===== src/hw/rtl/csrgb_pkg.sv =====
// Shared constants for the crop, downscale and RGB565-to-RGB888 block.
package csrgb_pkg;

	localparam int COORD_BITS_DEF = 12;
	localparam int CFG_INDEX_BITS = 3;

	localparam logic [CFG_INDEX_BITS-1:0] REG_SOURCE_WIDTH  = 3'd0;
	localparam logic [CFG_INDEX_BITS-1:0] REG_SOURCE_HEIGHT = 3'd1;
	localparam logic [CFG_INDEX_BITS-1:0] REG_WINDOW_LEFT   = 3'd2;
	localparam logic [CFG_INDEX_BITS-1:0] REG_WINDOW_TOP    = 3'd3;
	localparam logic [CFG_INDEX_BITS-1:0] REG_WINDOW_SIZE   = 3'd4;
	localparam logic [CFG_INDEX_BITS-1:0] REG_OUTPUT_SIZE   = 3'd5;

	localparam int RST_SOURCE_WIDTH  = 320;
	localparam int RST_SOURCE_HEIGHT = 240;
	localparam int RST_WINDOW_LEFT   = 40;
	localparam int RST_WINDOW_TOP    = 0;
	localparam int RST_WINDOW_SIZE   = 240;
	localparam int RST_OUTPUT_SIZE   = 192;

	localparam int RED_MASK   = 'h1F;
	localparam int GREEN_MASK = 'h3F;

endpackage


===== src/hw/rtl/csrgb_div.sv =====
// Restoring divider, one quotient bit per cycle, for the scale step and remainder.
module csrgb_div #(
	parameter int W = csrgb_pkg::COORD_BITS_DEF
) (
	input  logic                   clk,
	input  logic                   arst_n,
	input  logic                   start,
	output logic                   busy,
	input  logic [W-1:0]           dividend,
	input  logic [W-1:0]           divisor,
	output logic [W-1:0]           quotient,
	output logic [W-1:0]           remainder
);
	import csrgb_pkg::*;

	localparam int CNT_W = $clog2(W + 1);

	logic [W-1:0]     rem_q;
	logic [W-1:0]     quo_q;
	logic [CNT_W-1:0] cnt_q;
	logic [W:0]       shifted;
	logic [W+1:0]     diff;
	logic             neg;

	always_comb begin
		shifted = {rem_q, quo_q[W-1]};
		diff    = {1'b0, shifted} - {2'b00, divisor};
		neg     = diff[W+1];
	end

	always_ff @(posedge clk or negedge arst_n) begin
		if (!arst_n) begin
			cnt_q <= '0;
		end else if (start) begin
			cnt_q <= CNT_W'(W);
		end else if (cnt_q != '0) begin
			cnt_q <= cnt_q - 1'b1;
		end
	end

	always_ff @(posedge clk) begin
		if (start) begin
			rem_q <= '0;
			quo_q <= dividend;
		end else if (cnt_q != '0) begin
			rem_q <= neg ? shifted[W-1:0] : diff[W-1:0];
			quo_q <= {quo_q[W-2:0], ~neg};
		end
	end

	assign busy      = (cnt_q != '0);
	assign quotient  = quo_q;
	assign remainder = rem_q;

endmodule


===== src/hw/rtl/crop_scale_rgb565_to_rgb888.sv =====
// Top level: square crop, nearest-neighbour downscale and RGB565 to RGB888 widening.
//
//   channel  handshake              payload
//   in       in_valid / in_stall    pixel, frame_start
//   out      out_valid / out_stall  red, green, blue, line_end, frame_end
//   cfg      cfg_valid / cfg_ready  cfg_index, cfg_data
//
// One pixel a cycle unless a stall holds it: input register, then counter and select logic
// into the result register; pixels outside the grid yield no result.
// After reset and after every register write the scale step is divided out,
// one quotient bit a cycle, while in_stall is held high.
// Reset clears all counters; a held out_stall stalls the input once input and result registers are full.
module crop_scale_rgb565_to_rgb888 #(
	parameter int COORD_BITS = csrgb_pkg::COORD_BITS_DEF
) (
	input  logic                                 clk,
	input  logic                                 arst_n,
	input  logic                                 in_valid,
	output logic                                 in_stall,
	input  logic [15:0]                          pixel,
	input  logic                                 frame_start,
	output logic                                 out_valid,
	input  logic                                 out_stall,
	output logic [7:0]                           red,
	output logic [7:0]                           green,
	output logic [7:0]                           blue,
	output logic                                 line_end,
	output logic                                 frame_end,
	input  logic                                 cfg_valid,
	output logic                                 cfg_ready,
	input  logic [csrgb_pkg::CFG_INDEX_BITS-1:0] cfg_index,
	input  logic [COORD_BITS-1:0]                cfg_data
);
	import csrgb_pkg::*;

	localparam int W = COORD_BITS;

	typedef struct packed {
		logic [W-1:0] off;
		logic [W-1:0] rem;
	} axis_t;

	function automatic axis_t advance(input axis_t cur, input logic [W-1:0] q,
			input logic [W-1:0] r, input logic [W-1:0] d);
		axis_t      res;
		logic [W:0] nr;
		logic [W:0] no;
		nr = {1'b0, cur.rem} + {1'b0, r};
		no = {1'b0, cur.off} + {1'b0, q};
		if (nr >= {1'b0, d}) begin
			nr = nr - {1'b0, d};
			no = no + 1'b1;
		end
		res.off = no[W-1:0];
		res.rem = nr[W-1:0];
		return res;
	endfunction

	// configuration registers
	logic [W-1:0] src_width_q, src_height_q, win_left_q, win_top_q, win_size_q, out_size_q;
	logic         cfg_we;
	logic         start_q;
	logic         div_busy;
	logic [W-1:0] step_q, step_r, dsize;
	logic         busy;

	// frame state
	logic [W-1:0] src_col_q, src_row_q, out_col_q, out_row_q;
	axis_t        col_axis_q, row_axis_q;

	// input stage
	logic         valid_s1;
	logic [15:0]  pixel_s1;
	logic         fs_s1;

	logic         out_free, s1_go;
	logic [W-1:0] e_src_col, e_src_row, e_out_col, e_out_row;
	axis_t        e_col_axis, e_row_axis;
	logic [W-1:0] n_src_col, n_src_row, n_out_col, n_out_row;
	axis_t        n_col_axis, n_row_axis;
	logic         row_hit, col_hit, hit, le, fe;
	logic         valid_q;

	assign cfg_ready = 1'b1;
	assign cfg_we    = cfg_valid & cfg_ready;

	always_ff @(posedge clk or negedge arst_n) begin
		if (!arst_n) begin
			src_width_q  <= W'(RST_SOURCE_WIDTH);
			src_height_q <= W'(RST_SOURCE_HEIGHT);
			win_left_q   <= W'(RST_WINDOW_LEFT);
			win_top_q    <= W'(RST_WINDOW_TOP);
			win_size_q   <= W'(RST_WINDOW_SIZE);
			out_size_q   <= W'(RST_OUTPUT_SIZE);
			start_q      <= 1'b1;
		end else begin
			start_q <= cfg_we;
			if (cfg_we) begin
				unique case (cfg_index)
					REG_SOURCE_WIDTH:  src_width_q  <= cfg_data;
					REG_SOURCE_HEIGHT: src_height_q <= cfg_data;
					REG_WINDOW_LEFT:   win_left_q   <= cfg_data;
					REG_WINDOW_TOP:    win_top_q    <= cfg_data;
					REG_WINDOW_SIZE:   win_size_q   <= cfg_data;
					REG_OUTPUT_SIZE:   out_size_q   <= cfg_data;
					default: ;
				endcase
			end
		end
	end

	assign dsize = (out_size_q < win_size_q) ? out_size_q : win_size_q;

	csrgb_div #(.W(W)) u_div (
		.clk       (clk),
		.arst_n    (arst_n),
		.start     (start_q),
		.busy      (div_busy),
		.dividend  (win_size_q),
		.divisor   (dsize),
		.quotient  (step_q),
		.remainder (step_r)
	);

	assign busy     = start_q | div_busy;
	assign out_free = !valid_q || !out_stall;
	assign s1_go    = valid_s1 && out_free;
	assign in_stall = busy || (valid_s1 && !out_free);

	always_ff @(posedge clk or negedge arst_n) begin
		if (!arst_n) begin
			valid_s1 <= 1'b0;
		end else if (s1_go || !valid_s1) begin
			valid_s1 <= in_valid && !busy;
		end
	end

	always_ff @(posedge clk) begin
		if (in_valid && !in_stall) begin
			pixel_s1 <= pixel;
			fs_s1    <= frame_start;
		end
	end

	always_comb begin
		e_src_col  = fs_s1 ? '0 : src_col_q;
		e_src_row  = fs_s1 ? '0 : src_row_q;
		e_out_col  = fs_s1 ? '0 : out_col_q;
		e_out_row  = fs_s1 ? '0 : out_row_q;
		e_col_axis = fs_s1 ? '0 : col_axis_q;
		e_row_axis = fs_s1 ? '0 : row_axis_q;

		row_hit = (dsize != '0) && (e_out_row < dsize) && (e_src_row >= win_top_q) &&
			((e_src_row - win_top_q) == e_row_axis.off);
		col_hit = (dsize != '0) && (e_out_col < dsize) && (e_src_col >= win_left_q) &&
			((e_src_col - win_left_q) == e_col_axis.off);
		hit = row_hit && col_hit;
		le  = (e_out_col == dsize - 1'b1);
		fe  = le && (e_out_row == dsize - 1'b1);

		n_src_col  = e_src_col;
		n_src_row  = e_src_row;
		n_out_col  = e_out_col;
		n_out_row  = e_out_row;
		n_col_axis = e_col_axis;
		n_row_axis = e_row_axis;

		if (hit) begin
			n_col_axis = advance(e_col_axis, step_q, step_r, dsize);
			n_out_col  = e_out_col + 1'b1;
		end

		if (e_src_col == src_width_q - 1'b1) begin
			n_src_col  = '0;
			n_out_col  = '0;
			n_col_axis = '0;
			if (row_hit) begin
				n_row_axis = advance(e_row_axis, step_q, step_r, dsize);
				n_out_row  = e_out_row + 1'b1;
			end
			if (e_src_row == src_height_q - 1'b1) begin
				n_src_row  = '0;
				n_out_row  = '0;
				n_row_axis = '0;
			end else begin
				n_src_row = e_src_row + 1'b1;
			end
		end else begin
			n_src_col = e_src_col + 1'b1;
		end
	end

	always_ff @(posedge clk or negedge arst_n) begin
		if (!arst_n) begin
			src_col_q  <= '0;
			src_row_q  <= '0;
			out_col_q  <= '0;
			out_row_q  <= '0;
			col_axis_q <= '0;
			row_axis_q <= '0;
		end else if (s1_go) begin
			src_col_q  <= n_src_col;
			src_row_q  <= n_src_row;
			out_col_q  <= n_out_col;
			out_row_q  <= n_out_row;
			col_axis_q <= n_col_axis;
			row_axis_q <= n_row_axis;
		end
	end

	always_ff @(posedge clk or negedge arst_n) begin
		if (!arst_n) begin
			valid_q <= 1'b0;
		end else if (out_free) begin
			valid_q <= s1_go && hit;
		end
	end

	always_ff @(posedge clk) begin
		if (s1_go && hit) begin
			red       <= {pixel_s1[15:11] & 5'(RED_MASK), 3'b000};
			green     <= {pixel_s1[10:5] & 6'(GREEN_MASK), 2'b00};
			blue      <= {pixel_s1[4:0] & 5'(RED_MASK), 3'b000};
			line_end  <= le;
			frame_end <= fe;
		end
	end

	assign out_valid = valid_q;

endmodule


===== config.mk =====
export PLATFORM = sky130hd
export DESIGN_NAME = crop_scale_rgb565_to_rgb888
export DESIGN_NICKNAME = d
export VERILOG_FILES = /design/src/hw/rtl/csrgb_pkg.sv /design/src/hw/rtl/csrgb_div.sv /design/src/hw/rtl/crop_scale_rgb565_to_rgb888.sv
export SDC_FILE = /design/constraint.sdc
export NUM_CORES = 1
export LEC_CHECK = 0
export ABC_AREA = 1
export BUFFER_PORTS_ARGS = -buffer_cell sky130_fd_sc_hd__buf_2
export CORE_UTILIZATION = 52
export DETAILED_ROUTE_END_ITERATION = 12
export PLACE_DENSITY_LB_ADDON = 0.08
export SETUP_SLACK_MARGIN = 0.15
export SYNTH_ARGS = -nofsm -noshare
export SYNTH_HDL_FRONTEND = slang
export SYNTH_HIERARCHICAL = 1
export SYNTH_SLANG_ARGS = --single-unit

===== constraint.sdc =====
create_clock -name clk -period 11.5 [get_ports clk]
set_input_delay 1.15 -clock clk [delete_from_list [all_inputs] [get_ports clk]]
set_output_delay 1.15 -clock clk [all_outputs]
set_load 0.005 [all_outputs]

Yosys cells after proc, flatten, opt, wreduce, memory -nomap -nowiden
Index checks and enable logic that the tools add are counted.

cells by class
  $add $sub $neg = 19
  divide/modulo/power cells = 0
  $mul = 0
  equality and inequality tests = 11
  muxes and demuxes = 29
  bitwise operators = 2
  order comparisons = 7
  shift-type cells = 0
  reduce and logical (&&, ||, !) cells = 32

operator list
  cell                   count
  $mux 12                20
  $mux 24                7
  $add 12x1->12 const B  6
  $eq 12x12->1           6
  $sub 12x12->12         4
  $lt 12x12->1           3
  $sub 12x1->12 const B  3
  $add 12x12->13         2
  $ge 13x12->1           2
  $add 12x12->12         2
  $ge 12x12->1           2
  $sub 13x12->14         1
  $logic_and 1x1->1      13
  $reduce_and 2->1       6
  $reduce_bool 12->1     1
  $mux 4                 2
  $eq 3x2->1 const B     2
  $eq 3x3->1 const B     2
  $logic_not 1->1        6
  $reduce_bool 4->1      1
  $sub 4x1->4 const B    1
  $eq 3x1->1 const B     1
  $logic_not 3->1        1
  $logic_or 1x1->1       3
  other kinds (3)        3

storage, ports and cells
  logic and storage cells = 127
  output and inout port bits = 29
  input port bits = 37
  memories = 0
  latch bits = 0
  memory bits (writable) = 0
  ROM bits = 0
  flip-flop bits (word level) = 234

Longest topological paths before layout
Gate-level depths: netlist (run 1).

  depth after elaboration = 9
  depth in mapped cells = 31
  mapped depth without buffers = 29

Cells and area by module
The synthesis (run 1) kept the hierarchy.

modules (own cells, without submodules)
  module                       area each (µm²)  seq. area each (µm²)  cells each  times used
  crop_scale_rgb565_to_rgb888  18946.9          5348.9                2854        1
  csrgb_div                    2125.8           700.7                 315         1

Worst setup path before layout (run 1)
Ideal clock, no wire load.

  path kind = register to register
  start point = register win_size_q[7]
  end point = register blue[3], enable pin
  buffers on the path = 1
  library setup time = 0.416 ns
  cell stages (with the launch flop) = 26
  arrival = 4.470 ns
  data required time = 11.084 ns
  slack = 6.614 ns
  clock period less this slack = 4.886 ns
  path through = dfstp_2 > inv_1 > ha_1 > nand2_1 > inv_2 > nand2_1 > nand2_1 > a21oi_4 > nand2_2 > buf_6 > o21ai_2 > inv_1 > ha_1 > a21oi_1 > nand2_1 > nor2_1 > nand3b_1 > nor2_1 > nand3_1 > nor2_1 > nand4_1 > nor2_1 > nand4_2 > inv_2 > nand2_1 > nor3_1

on the way
  cells in the longest elaborated chain, start to end = 8
  elaborated cells between the ends (all ways) = 13
  classes of those cells = order compare (3); mux (1); reduce/logical (9)

RTL lines
  element                                            line                                                                    source
  start: declaration                                 crop_scale_rgb565_to_rgb888.sv:60                                       logic [W-1:0] src_width_q, src_height_q, win_left_q, win_top_q, win_size_q, out_size_q;
  start signal: assignment                           crop_scale_rgb565_to_rgb888.sv:93                                       win_size_q <= W'(RST_WINDOW_SIZE);
  start signal: assignment                           crop_scale_rgb565_to_rgb888.sv:104                                      REG_WINDOW_SIZE: win_size_q <= cfg_data;
  $lt 12x12->1 *                                     crop_scale_rgb565_to_rgb888.sv:112                                      assign dsize = (out_size_q < win_size_q) ? out_size_q : win_size_q;
  $mux 12 *                                          crop_scale_rgb565_to_rgb888.sv:112
  net dsize[11]                                      crop_scale_rgb565_to_rgb888.sv:64                                       logic [W-1:0] step_q, step_r, dsize;
  $lt 12x12->1 (tied with other cells)               crop_scale_rgb565_to_rgb888.sv:153                                      row_hit = (dsize != '0) && (e_out_row < dsize) && (e_src_row >= win_top_q) &&
  $logic_and 1x1->1 (on tied branches) (3 in a row)  crop_scale_rgb565_to_rgb888.sv:153, crop_scale_rgb565_to_rgb888.sv:155
  $logic_and 1x1->1 *                                crop_scale_rgb565_to_rgb888.sv:157                                      hit = row_hit && col_hit;
  $logic_and 1x1->1 *                                crop_scale_rgb565_to_rgb888.sv:220                                      if (s1_go && hit) begin
  end signal: assignment                             crop_scale_rgb565_to_rgb888.sv:223                                      blue <= {pixel_s1[4:0] & 5'(RED_MASK), 3'b000};
  end: declaration                                   crop_scale_rgb565_to_rgb888.sv:26                                       output logic [7:0] blue,

The timed path passes the listed nets; every way through them passes the cells marked *.
A chain may end at the register's enable or synchronous reset.

Worst setup path in the final report (run 1)
  start point = register win_size_q[5]
  end point = register col_axis_q[5] in the netlist's numbering

on the way
  cells in the longest elaborated chain, start to end = 9
  elaborated cells between the ends (all ways) = 17
  classes of those cells = add/sub (1); order compare (4); mux (4); reduce/logical (8)

RTL lines
  element                                            line                                                                    source
  $lt 12x12->1 *                                     crop_scale_rgb565_to_rgb888.sv:112
  $mux 12 *                                          crop_scale_rgb565_to_rgb888.sv:112
  net dsize[11]                                      crop_scale_rgb565_to_rgb888.sv:64
  $lt 12x12->1 (tied with other cells)               crop_scale_rgb565_to_rgb888.sv:153
  $logic_and 1x1->1 (on tied branches) (3 in a row)  crop_scale_rgb565_to_rgb888.sv:153, crop_scale_rgb565_to_rgb888.sv:155
  $logic_and 1x1->1                                  crop_scale_rgb565_to_rgb888.sv:157
  $mux 24 *                                          crop_scale_rgb565_to_rgb888.sv:168                                      if (hit) begin
  $mux 24 *                                          crop_scale_rgb565_to_rgb888.sv:173                                      if (e_src_col == src_width_q - 1'b1) begin
  end signal: assignment                             crop_scale_rgb565_to_rgb888.sv:206                                      col_axis_q <= n_col_axis;
  end: declaration                                   crop_scale_rgb565_to_rgb888.sv:69                                       axis_t col_axis_q, row_axis_q;

Marked as above.

==> results of run 1 <==
## layout make-up
type / count / area share, %
Multi-Input combinational cell: 2351 / 55.9
Clock buffer: 33 / 3.39
Clock inverter: 18 / 1.14
Timing Repair Buffer: 67 / 1.64
Inverter: 510 / 8.44
Tap cell: 525 / 2.89
Sequential cell: 234 / 26.6
## path summary, 6_finish.rpt
| check | start | end | slack (ps) | cells after the start |
|---|---|---|---|---|
| min in group asynchronous | arst_n | src_col_q[9]$_DFFE_PN0P_ | 690 | 1 |
| worst max register to register | win_size_q[5]$_DFFE_PN1P_ | col_axis_q[5]$_DFFE_PN0P_ | 5700 | 27 |
| worst max-delay path | win_size_q[5]$_DFFE_PN1P_ | col_axis_q[5]$_DFFE_PN0P_ | 5700 | 27 |
| max in group asynchronous | arst_n | row_axis_q[3]$_DFFE_PN0P_ | 9310 | 2 |
| worst min-delay path | pixel_s1[6]$_DFFE_PP_ | green[3]$_DFFE_PP_ | 420 | 0 |
| worst min register to register | pixel_s1[6]$_DFFE_PP_ | green[3]$_DFFE_PP_ | 420 | 0 |
## critical path, delay by kind of cell, from the launching register on
family,cells,cell delay (ps)
AND/OR/NAND/NOR,18,2740
buffers and inverters,3,710
adder cells (fa/ha/maj),2,670
AO/OA/AOI/OAI,4,920
flip-flops,1,550
## layer usage
layer / track usage (%) / vias up / share of wire [%]
li1: - / 10219 / -
met1: 42.5 / 9671 / 43
met2: 55.8 / 742 / 47
met3: 3.39 / 151 / 6.1
met4: 14.6 / 0 / 4.4
met5: 0 / - / 0
## kinds of logic after synthesis
kind of cell | count (synthesis)
buf+inv | 591
other cells | 2
simple gates | 1649
compound gates | 401
fa+ha+maj | 156
flops | 234
xor+xnor | 136
## power breakdown
part	leakage [nW]	total (mW)	switching, mW	internal (mW)
clock network	0.499	0.987	0.392	0.595
logic	8.43	2.45	1.64	0.808
registers	2.85	1.06	0.122	0.938
## placed cells by master (no fill, tap or decap), drive strengths merged, types with 10 or more instances in the layout
| master | count |
|---|---|
| o22ai | 16 |
| dfxtp | 12 |
| dfrtp | 160 |
| inv | 509 |
| nor2 | 290 |
| or2 | 13 |
| xnor2 | 31 |
| ha | 149 |
| nand2 | 934 |
| a21oi | 123 |
| nor3 | 37 |
| nand4 | 78 |
| a22oi | 10 |
| xor2 | 101 |
| nand3b | 20 |
| nand3 | 260 |
| edfxtp | 47 |
| buf | 66 |
| clkinv | 11 |
| dfstp | 15 |
| clkbuf | 34 |
| o21ai | 213 |
## through the flow
stage	instances	util [%]
floorplan	3176	-
global placement	3687	54.4
detailed placement	3687	54.4
CTS	3738	57.0
global route	3738	57.0
finish	3738	57.0
==> flow_summary.json, run 1 <==
{
  "antenna_left": 0,
  "critical_path_class": "reg2reg",
  "status": "finished, final reports clean",
  "slew_headroom_pct": 30.2,
  "finish.instance_area_sq_um": 22700,
  "synth-seq-area-share_pct": 28.7,
  "finClkSkew_ps": 44.4,
  "rows": 73,
  "syn-cell-area_sq_um": 21100,
  "irDropWorstVdd_uv": 128,
  "cp_common_cell": "nand2_1",
  "critical_path_peak_fanout": 22,
  "cts_setup_buffers": 0,
  "grt_pass1_vias": 19780,
  "seqCellArea_sq_um": 6050,
  "viasPerCell": 5.56,
  "crit_path_start_kind": "flop",
  "drive_above_1_share_pct": 7.00,
  "synth_flop_cell": "dfrtp_1",
  "synthTopCellsByCount": "nand2_1, inv_1, nor2_1, nand3_1, o21ai_0",
  "slowest_stage": "nor2_1",
  "multi_input_area_sq_um": 12700,
  "grt_pass1_wl_microns": 107000,
  "cts_hold_buf": 0,
  "area_growth_pct": 7.78,
  "finalNetCount": 3385,
  "powerDensity_nw_per_um2": 198,
  "synth_simple_gate_area_share_pct": 33.9,
  "cts_resized": 0,
  "ys_async_sr_fraction_pct": 74.8,
  "clk_latency_ps": 600,
  "synth-adder-area-share_pct": 9.51,
  "cts.htree.levels": 1,
  "synth.top_cell.area_share_pct": 19.0,
  "drt_iter0_markers": 1440,
  "wl_per_cell_microns": 18.1,
  "setup_viol": 0,
  "start_util_pct": 52.9,
  "yosysTopAreaCell": "dfrtp_1",
  "setup.worst_path.end_class": "flop",
  "diodes": 0,
  "totalWireLength_microns": 67800,
  "leakage_nw": 11.8,
  "fp.dieW_microns": 203,
  "dieArea_sq_um": 41300,
  "required_ps": 11920,
  "core_sq_um": 39800,
  "worstMarginPinSlew_ps": 1040,
  "gp_congestion": 0.985,
  "grt_overflow": 0,
  "route.detailed.drc": 0,
  "timing.final.crit_share_pct": 50.4,
  "ys_types": 60,
  "synth-edff-count": 47,
  "fillers": 3901,
  "numCtsBuffers": 28,
  "grt_max_degree": 111,
  "hold_viol_final": 0,
  "timing.hold.ws_ps": 418,
  "dpl_worst_slack_ps": 5870,
  "synth_top_family_by_area": "simple AND/OR/NAND/NOR gates",
  "dp_hpwl_microns": 51800,
  "grtUsageTotal_pct": 32.9,
  "fmax_mhz": 172,
  "synthTopCellsByArea": "dfrtp_1, nand2_1, ha_1",
  "fin_crit_ps": 5800,
  "max-clock-path-buffers": 3,
  "grt_antenna_before_repair": 0,
  "cts.reportedPaths.clkPinSlew_ps": 60,
  "vias": 20783,
  "fin_ws_ps": 5700,
  "cts-root-buf": "clkbuf_16",
  "synth_seq_cells": 234,
  "slew_viol_final": 0,
  "synthXorXnorAreaFrac_pct": 5.91,
  "port_buffers": 56,
  "rsz0062_at_grt": "no",
  "cts_tree": "done",
  "place_area_sq_um": 21700,
  "top_regs": "col_axis_q (24), row_axis_q (24), pixel_s1 (16)",
  "critPathMaxStageDelay_ps": 790,
  "finalPower_mw": 4.50,
  "synth_mux_area_share_pct": 0,
  "drv_cap": 0,
  "yosysWarnings": 6,
  "dr.pass1.iters": 5,
  "yosysMostFrequentCell": "nand2_1",
  "cts.sinks": 234,
  "hold_path_class": "reg2reg",
  "synth_compound_area_share_pct": 10.6,
  "die_y_microns": 203,
  "syn_inst": 3169,
  "critPathArrivalTime_ps": 6220,
  "io_pins": 66,
  "setup_tns_ps": 0,
  "synth_area_per_cell_sq_um": 6.65
}
Power figures use the tool's default switching activity.
==> run 2, diff against run 1 <==
- clock period: 11.5 -> 4.8 ns (I/O delays scaled with it)
==> flow_summary.json, run 2 (same netlist as run 1, synthesis figures left out) <==
{
  "gp_congestion": 0.945,
  "critPathArrivalTime_ps": 4730,
  "cts_tree": "done",
  "die_y_microns": 203,
  "max-clock-path-buffers": 3,
  "dr.pass1.iters": 5,
  "io_pins": 66,
  "grt_pass1_vias": 19534,
  "drive_above_1_share_pct": 8.25,
  "final_cell_mix": "nand2_1, inv_1, nor2_1",
  "irDropWorstVdd_uv": 389,
  "cts.htree.levels": 1,
  "critPathMaxStageDelay_ps": 540,
  "top_regs": "col_axis_q (24), row_axis_q (24), pixel_s1 (16)",
  "status": "finished, final reports clean",
  "antenna_left": 0,
  "leakage_nw": 12.0,
  "place_inst": 3726,
  "fp.dieW_microns": 203,
  "start_util_pct": 52.9,
  "hold_viol_final": 0,
  "slowest_stage": "dfstp_2",
  "cts.sinks": 234,
  "finalNetCount": 3431,
  "p_comb_share_pct": 56.3,
  "power.internal_mw": 5.56,
  "setup_tns_ps": 0,
  "critical_path_class": "reg2reg",
  "p_sw_mw": 5.20,
  "p_sw_share_pct": 48.3,
  "rows": 73,
  "cts-root-buf": "clkbuf_16",
  "finClkSkew_ps": 13.5,
  "drt_iter0_markers": 1366,
  "totalWireLength_microns": 67500,
  "required_ps": 5240,
  "grt_antenna_before_repair": 0,
  "grt_pass1_wl_microns": 106000,
  "fmax_mhz": 233,
  "vias": 20676,
  "drv_cap": 0,
  "slew_viol_final": 0,
  "critical_path_peak_fanout": 13,
  "dp_hpwl_microns": 52300,
  "port_buffers": 56,
  "layout_commonest_cell": "nand2_1",
  "fillers": 3939,
  "clkPwrFrac_pct": 20.0,
  "cts.reportedPaths.clkPinSlew_ps": 60,
  "cp_common_cell": "nand2_1",
  "worstMarginPinSlew_ps": 1070,
  "numCtsBuffers": 28,
  "final_cells": 3784,
  "diodes": 0,
  "area_growth_pct": 9.26,
  "route.detailed.drc": 0,
  "crit_path_start_kind": "flop",
  "setup.worst_path.end_class": "flop",
  "wl_per_cell_microns": 17.8,
  "setup_viol": 0,
  "powerDensity_nw_per_um2": 467,
  "viasPerCell": 5.46,
  "timing.final.crit_share_pct": 89.3,
  "slew_headroom_pct": 28.4,
  "grt_max_degree": 117,
  "hold_path_class": "in2async",
  "core_sq_um": 39800,
  "grtUsageTotal_pct": 32.7,
  "grt_overflow": 0,
  "fin_crit_ps": 4290,
  "clk_latency_ps": 580,
  "rsz0062_at_grt": "no",
  "seqPwrFrac_pct": 23.7,
  "dieArea_sq_um": 41300
}
==> run 2: final timing paths <==
path	slack, ps	end	startpoint	cells after the start
setup / recovery	510	col_axis_q[7]$_DFFE_PN0P_	win_size_q[7]$_DFFE_PN1P_	29
hold / removal	7	src_width_q[9]$_DFFE_PN0P_	arst_n	1
setup reg to reg	510	col_axis_q[7]$_DFFE_PN0P_	win_size_q[7]$_DFFE_PN1P_	29
hold reg to reg	420	red[3]$_DFFE_PP_	pixel_s1[11]$_DFFE_PP_	0
max in group asynchronous	3640	src_height_q[7]$_DFFE_PN1P_	arst_n	2
min in group clk	80	pixel_s1[7]$_DFFE_PP_	pixel[7]	1
==> run 2: critical path: cells and delay by family, from the launching register on <==
kind | cells | cell delay, ps
AOI/OAI and AO/OA | 4 | 540
buffers and inverters | 6 | 730
DFF | 1 | 540
and+or+nand+nor | 17 | 1750
adders and majority gates | 2 | 580
==> run 2: final cells by class <==
type                    count  area, sq um  share of cell area (%)
multi-input cells        2351        12700                    55.3
flip-flops and latches    234         6050                    26.3
inverters                 510         1920                    8.34
repair buffers            113          764                    3.32
clock buffers              35          758                    3.29
well taps                 525          657                    2.85
clock inverters            16          145                   0.630
==> run 2: what timing repair did <==
action                                  4_1_cts  5_1_grt
hold buffers                                  1        0
resized for setup                             0       15
buffers inserted                              0        6
hold endpoints to repair                      1        0
endpoints found under the setup margin        0       69
==> run 2: power groups by stage <==
stage               Sequential (mW)  Combinational, mW  Clock (mW)
floorplan                      2.42               4.49           0
global placement               2.58               5.83           0
detailed placement             2.58               5.88           0
CTS                            2.55               5.92        2.19
global route                   2.56               6.78        2.25
finish                         2.55               6.06        2.15
==> run 2: layer usage <==
layer  track usage [%]  routed length (microns)
met2              56.9                    32700
met1              41.7                    29000
met5                 0                        0
met4              11.3                     2350
met3              3.68                     3500
==> run 2: stage by stage <==
stage               hold slack [ps]  power, mW  util, %  instance area, sq um  setup WS, ps
global route                   70.0       11.6     57.8                 23000           172
global placement                403       8.41     55.2                 22000           352
floorplan                       184       6.91        -                 21100           216
CTS                            62.0       10.7     57.5                 22900           218
detailed placement              406       8.46     55.2                 22000           244
finish                         7.10       10.8     57.8                 23000           512
==> run 3, diff against run 2 <==
- CELL_PAD_IN_SITES_DETAIL_PLACEMENT: unset -> 1
- CELL_PAD_IN_SITES_GLOBAL_PLACEMENT: unset -> 2
- CORE_UTILIZATION: 52 -> 33
==> flow_summary.json, run 3 (same netlist as run 1, synthesis figures left out) <==
{
  "status": "finished, final reports clean",
  "antenna_left": 0,
  "dpl_worst_slack_ps": 55.9,
  "setup_viol": 0,
  "grt_pass1_vias": 21713,
  "grt_overflow": 0,
  "grtUsageTotal_pct": 25.3,
  "fp.dieW_microns": 255,
  "route.detailed.drc": 0,
  "timing.final.crit_share_pct": 91.8,
  "critical_path_peak_fanout": 17,
  "gp_congestion": 0.930,
  "cts_tree": "done",
  "timing.hold.ws_ps": 56.9,
  "cts.sinks": 234,
  "dr.pass1.iters": 6,
  "fillers": 8154,
  "viasPerCell": 5.05,
  "layout_commonest_cell": "nand2_1",
  "slew_headroom_pct": 36.4,
  "vias": 20887,
  "port_buffers": 56,
  "leakage_nw": 12.1,
  "top_regs": "col_axis_q (24), row_axis_q (24), pixel_s1 (16)",
  "drt_iter0_markers": 1063,
  "cts-root-buf": "clkbuf_16",
  "fin_ws_ps": 395,
  "setup_tns_ps": 0,
  "totalWireLength_microns": 81100,
  "max-clock-path-buffers": 3,
  "cts.reportedPaths.clkPinSlew_ps": 60,
  "start_util_pct": 33.4,
  "worstMarginPinSlew_ps": 950,
  "powerDensity_nw_per_um2": 475,
  "drive_above_1_share_pct": 9.30,
  "dp_hpwl_microns": 65000,
  "slew_viol_final": 0,
  "critPathArrivalTime_ps": 4890,
  "fin_crit_ps": 4410,
  "critical_path_class": "reg2reg",
  "area_growth_pct": 12.9,
  "io_pins": 66,
  "required_ps": 5290,
  "setup.worst_path.end_class": "flop",
  "irDropWorstVdd_uv": 287,
  "drv_cap": 0,
  "rsz0062_at_grt": "no",
  "grt_pass1_wl_microns": 126000,
  "final_cell_mix": "nand2_1, inv_1, nor2_1",
  "fmax_mhz": 227,
  "finClkSkew_ps": 17.5,
  "crit_path_start_kind": "flop",
  "numCtsBuffers": 31,
  "finalNetCount": 3460,
  "wl_per_cell_microns": 19.6,
  "diodes": 0,
  "die_y_microns": 255,
  "cts.htree.levels": 1,
  "core_sq_um": 63100,
  "rows": 92,
  "clk_latency_ps": 610,
  "hold_path_class": "in2reg",
  "dieArea_sq_um": 64900,
  "grt_max_degree": 98,
  "grt_antenna_before_repair": 0,
  "hold_viol_final": 0
}
run 3: final timing paths:
path                                              end                   start  cells after the start  slack [ps]
max in group asynchronous   win_left_q[9]$_DFFE_PN0P_                  arst_n                      3        3230
setup / recovery            row_axis_q[4]$_DFFE_PN0P_         fs_s1$_DFFE_PP_                     20         390
hold / removal                        fs_s1$_DFFE_PP_             frame_start                      1          60
hold reg to reg                      red[7]$_DFFE_PP_  pixel_s1[15]$_DFFE_PP_                      0         420
min in group asynchronous  row_axis_q[21]$_DFFE_PN0P_                  arst_n                      2         510
setup reg to reg            row_axis_q[4]$_DFFE_PN0P_         fs_s1$_DFFE_PP_                     20         390
run 3: metal layers:
layer	track usage (%)	wire, microns	vias to the layer above
li1	-	-	10371
met1	33.1	37100	10083
met2	43.8	38800	322
met4	7.77	2610	0
met3	2.32	2570	111
met5	0	0	-
run 3: through the flow:
stage | cell area, sq um | power (mW) | instances | utilization, %
floorplan | 21100 | 6.91 | 3176 | -
global placement | 22600 | 8.79 | 4073 | 35.9
detailed placement | 22600 | 8.88 | 4073 | 35.9
CTS | 23700 | 11.4 | 4134 | 37.6
global route | 23800 | 12.3 | 4138 | 37.7
finish | 23800 | 11.3 | 4138 | 37.7
run 3: where the power goes:
group          total, mW  switching, mW  internal [mW]
Clock               2.40           1.02           1.38
Combinational       6.33           4.19           2.15
Sequential          2.56          0.315           2.25
Total               11.3           5.52           5.78
run 3: layout make-up:
| type | instances | area [sq um] | share of cell area (%) |
|---|---|---|---|
| clock inverters | 19 | 199 | 0.836 |
| flip-flops and latches | 234 | 6050 | 25.4 |
| clock buffers | 39 | 826 | 3.47 |
| repair buffers | 139 | 996 | 4.19 |
| well taps | 846 | 1060 | 4.45 |
| multi-input cells | 2351 | 12700 | 53.6 |
| inverters | 510 | 1920 | 8.07 |
run 3: worst max-delay path: stages, from the launching register on:
cell	delay, ps
edfxtp_1	320
buf_4	180
buf_4	290
nor2_1	110
ha_1	240
fa_1	410
nand2_1	90
nand3_1	110
a31o_2	240
xor2_1	380
ha_1	370
a21oi_1	220
o21a_1	190
nor2_1	60
nor2_1	120
nand3_1	190
buf_12	210
o21ai_0	240
nand2_1	140
nand3_1	90
nand2_1	60
run 3: what timing repair did:
item,CTS,global route
pin swaps,0,2
setup endpoints to repair,29,71
setup buffers,1,4
hold buffers,2,0
gates resized for setup,1,14
endpoints found under the hold margin,29,0
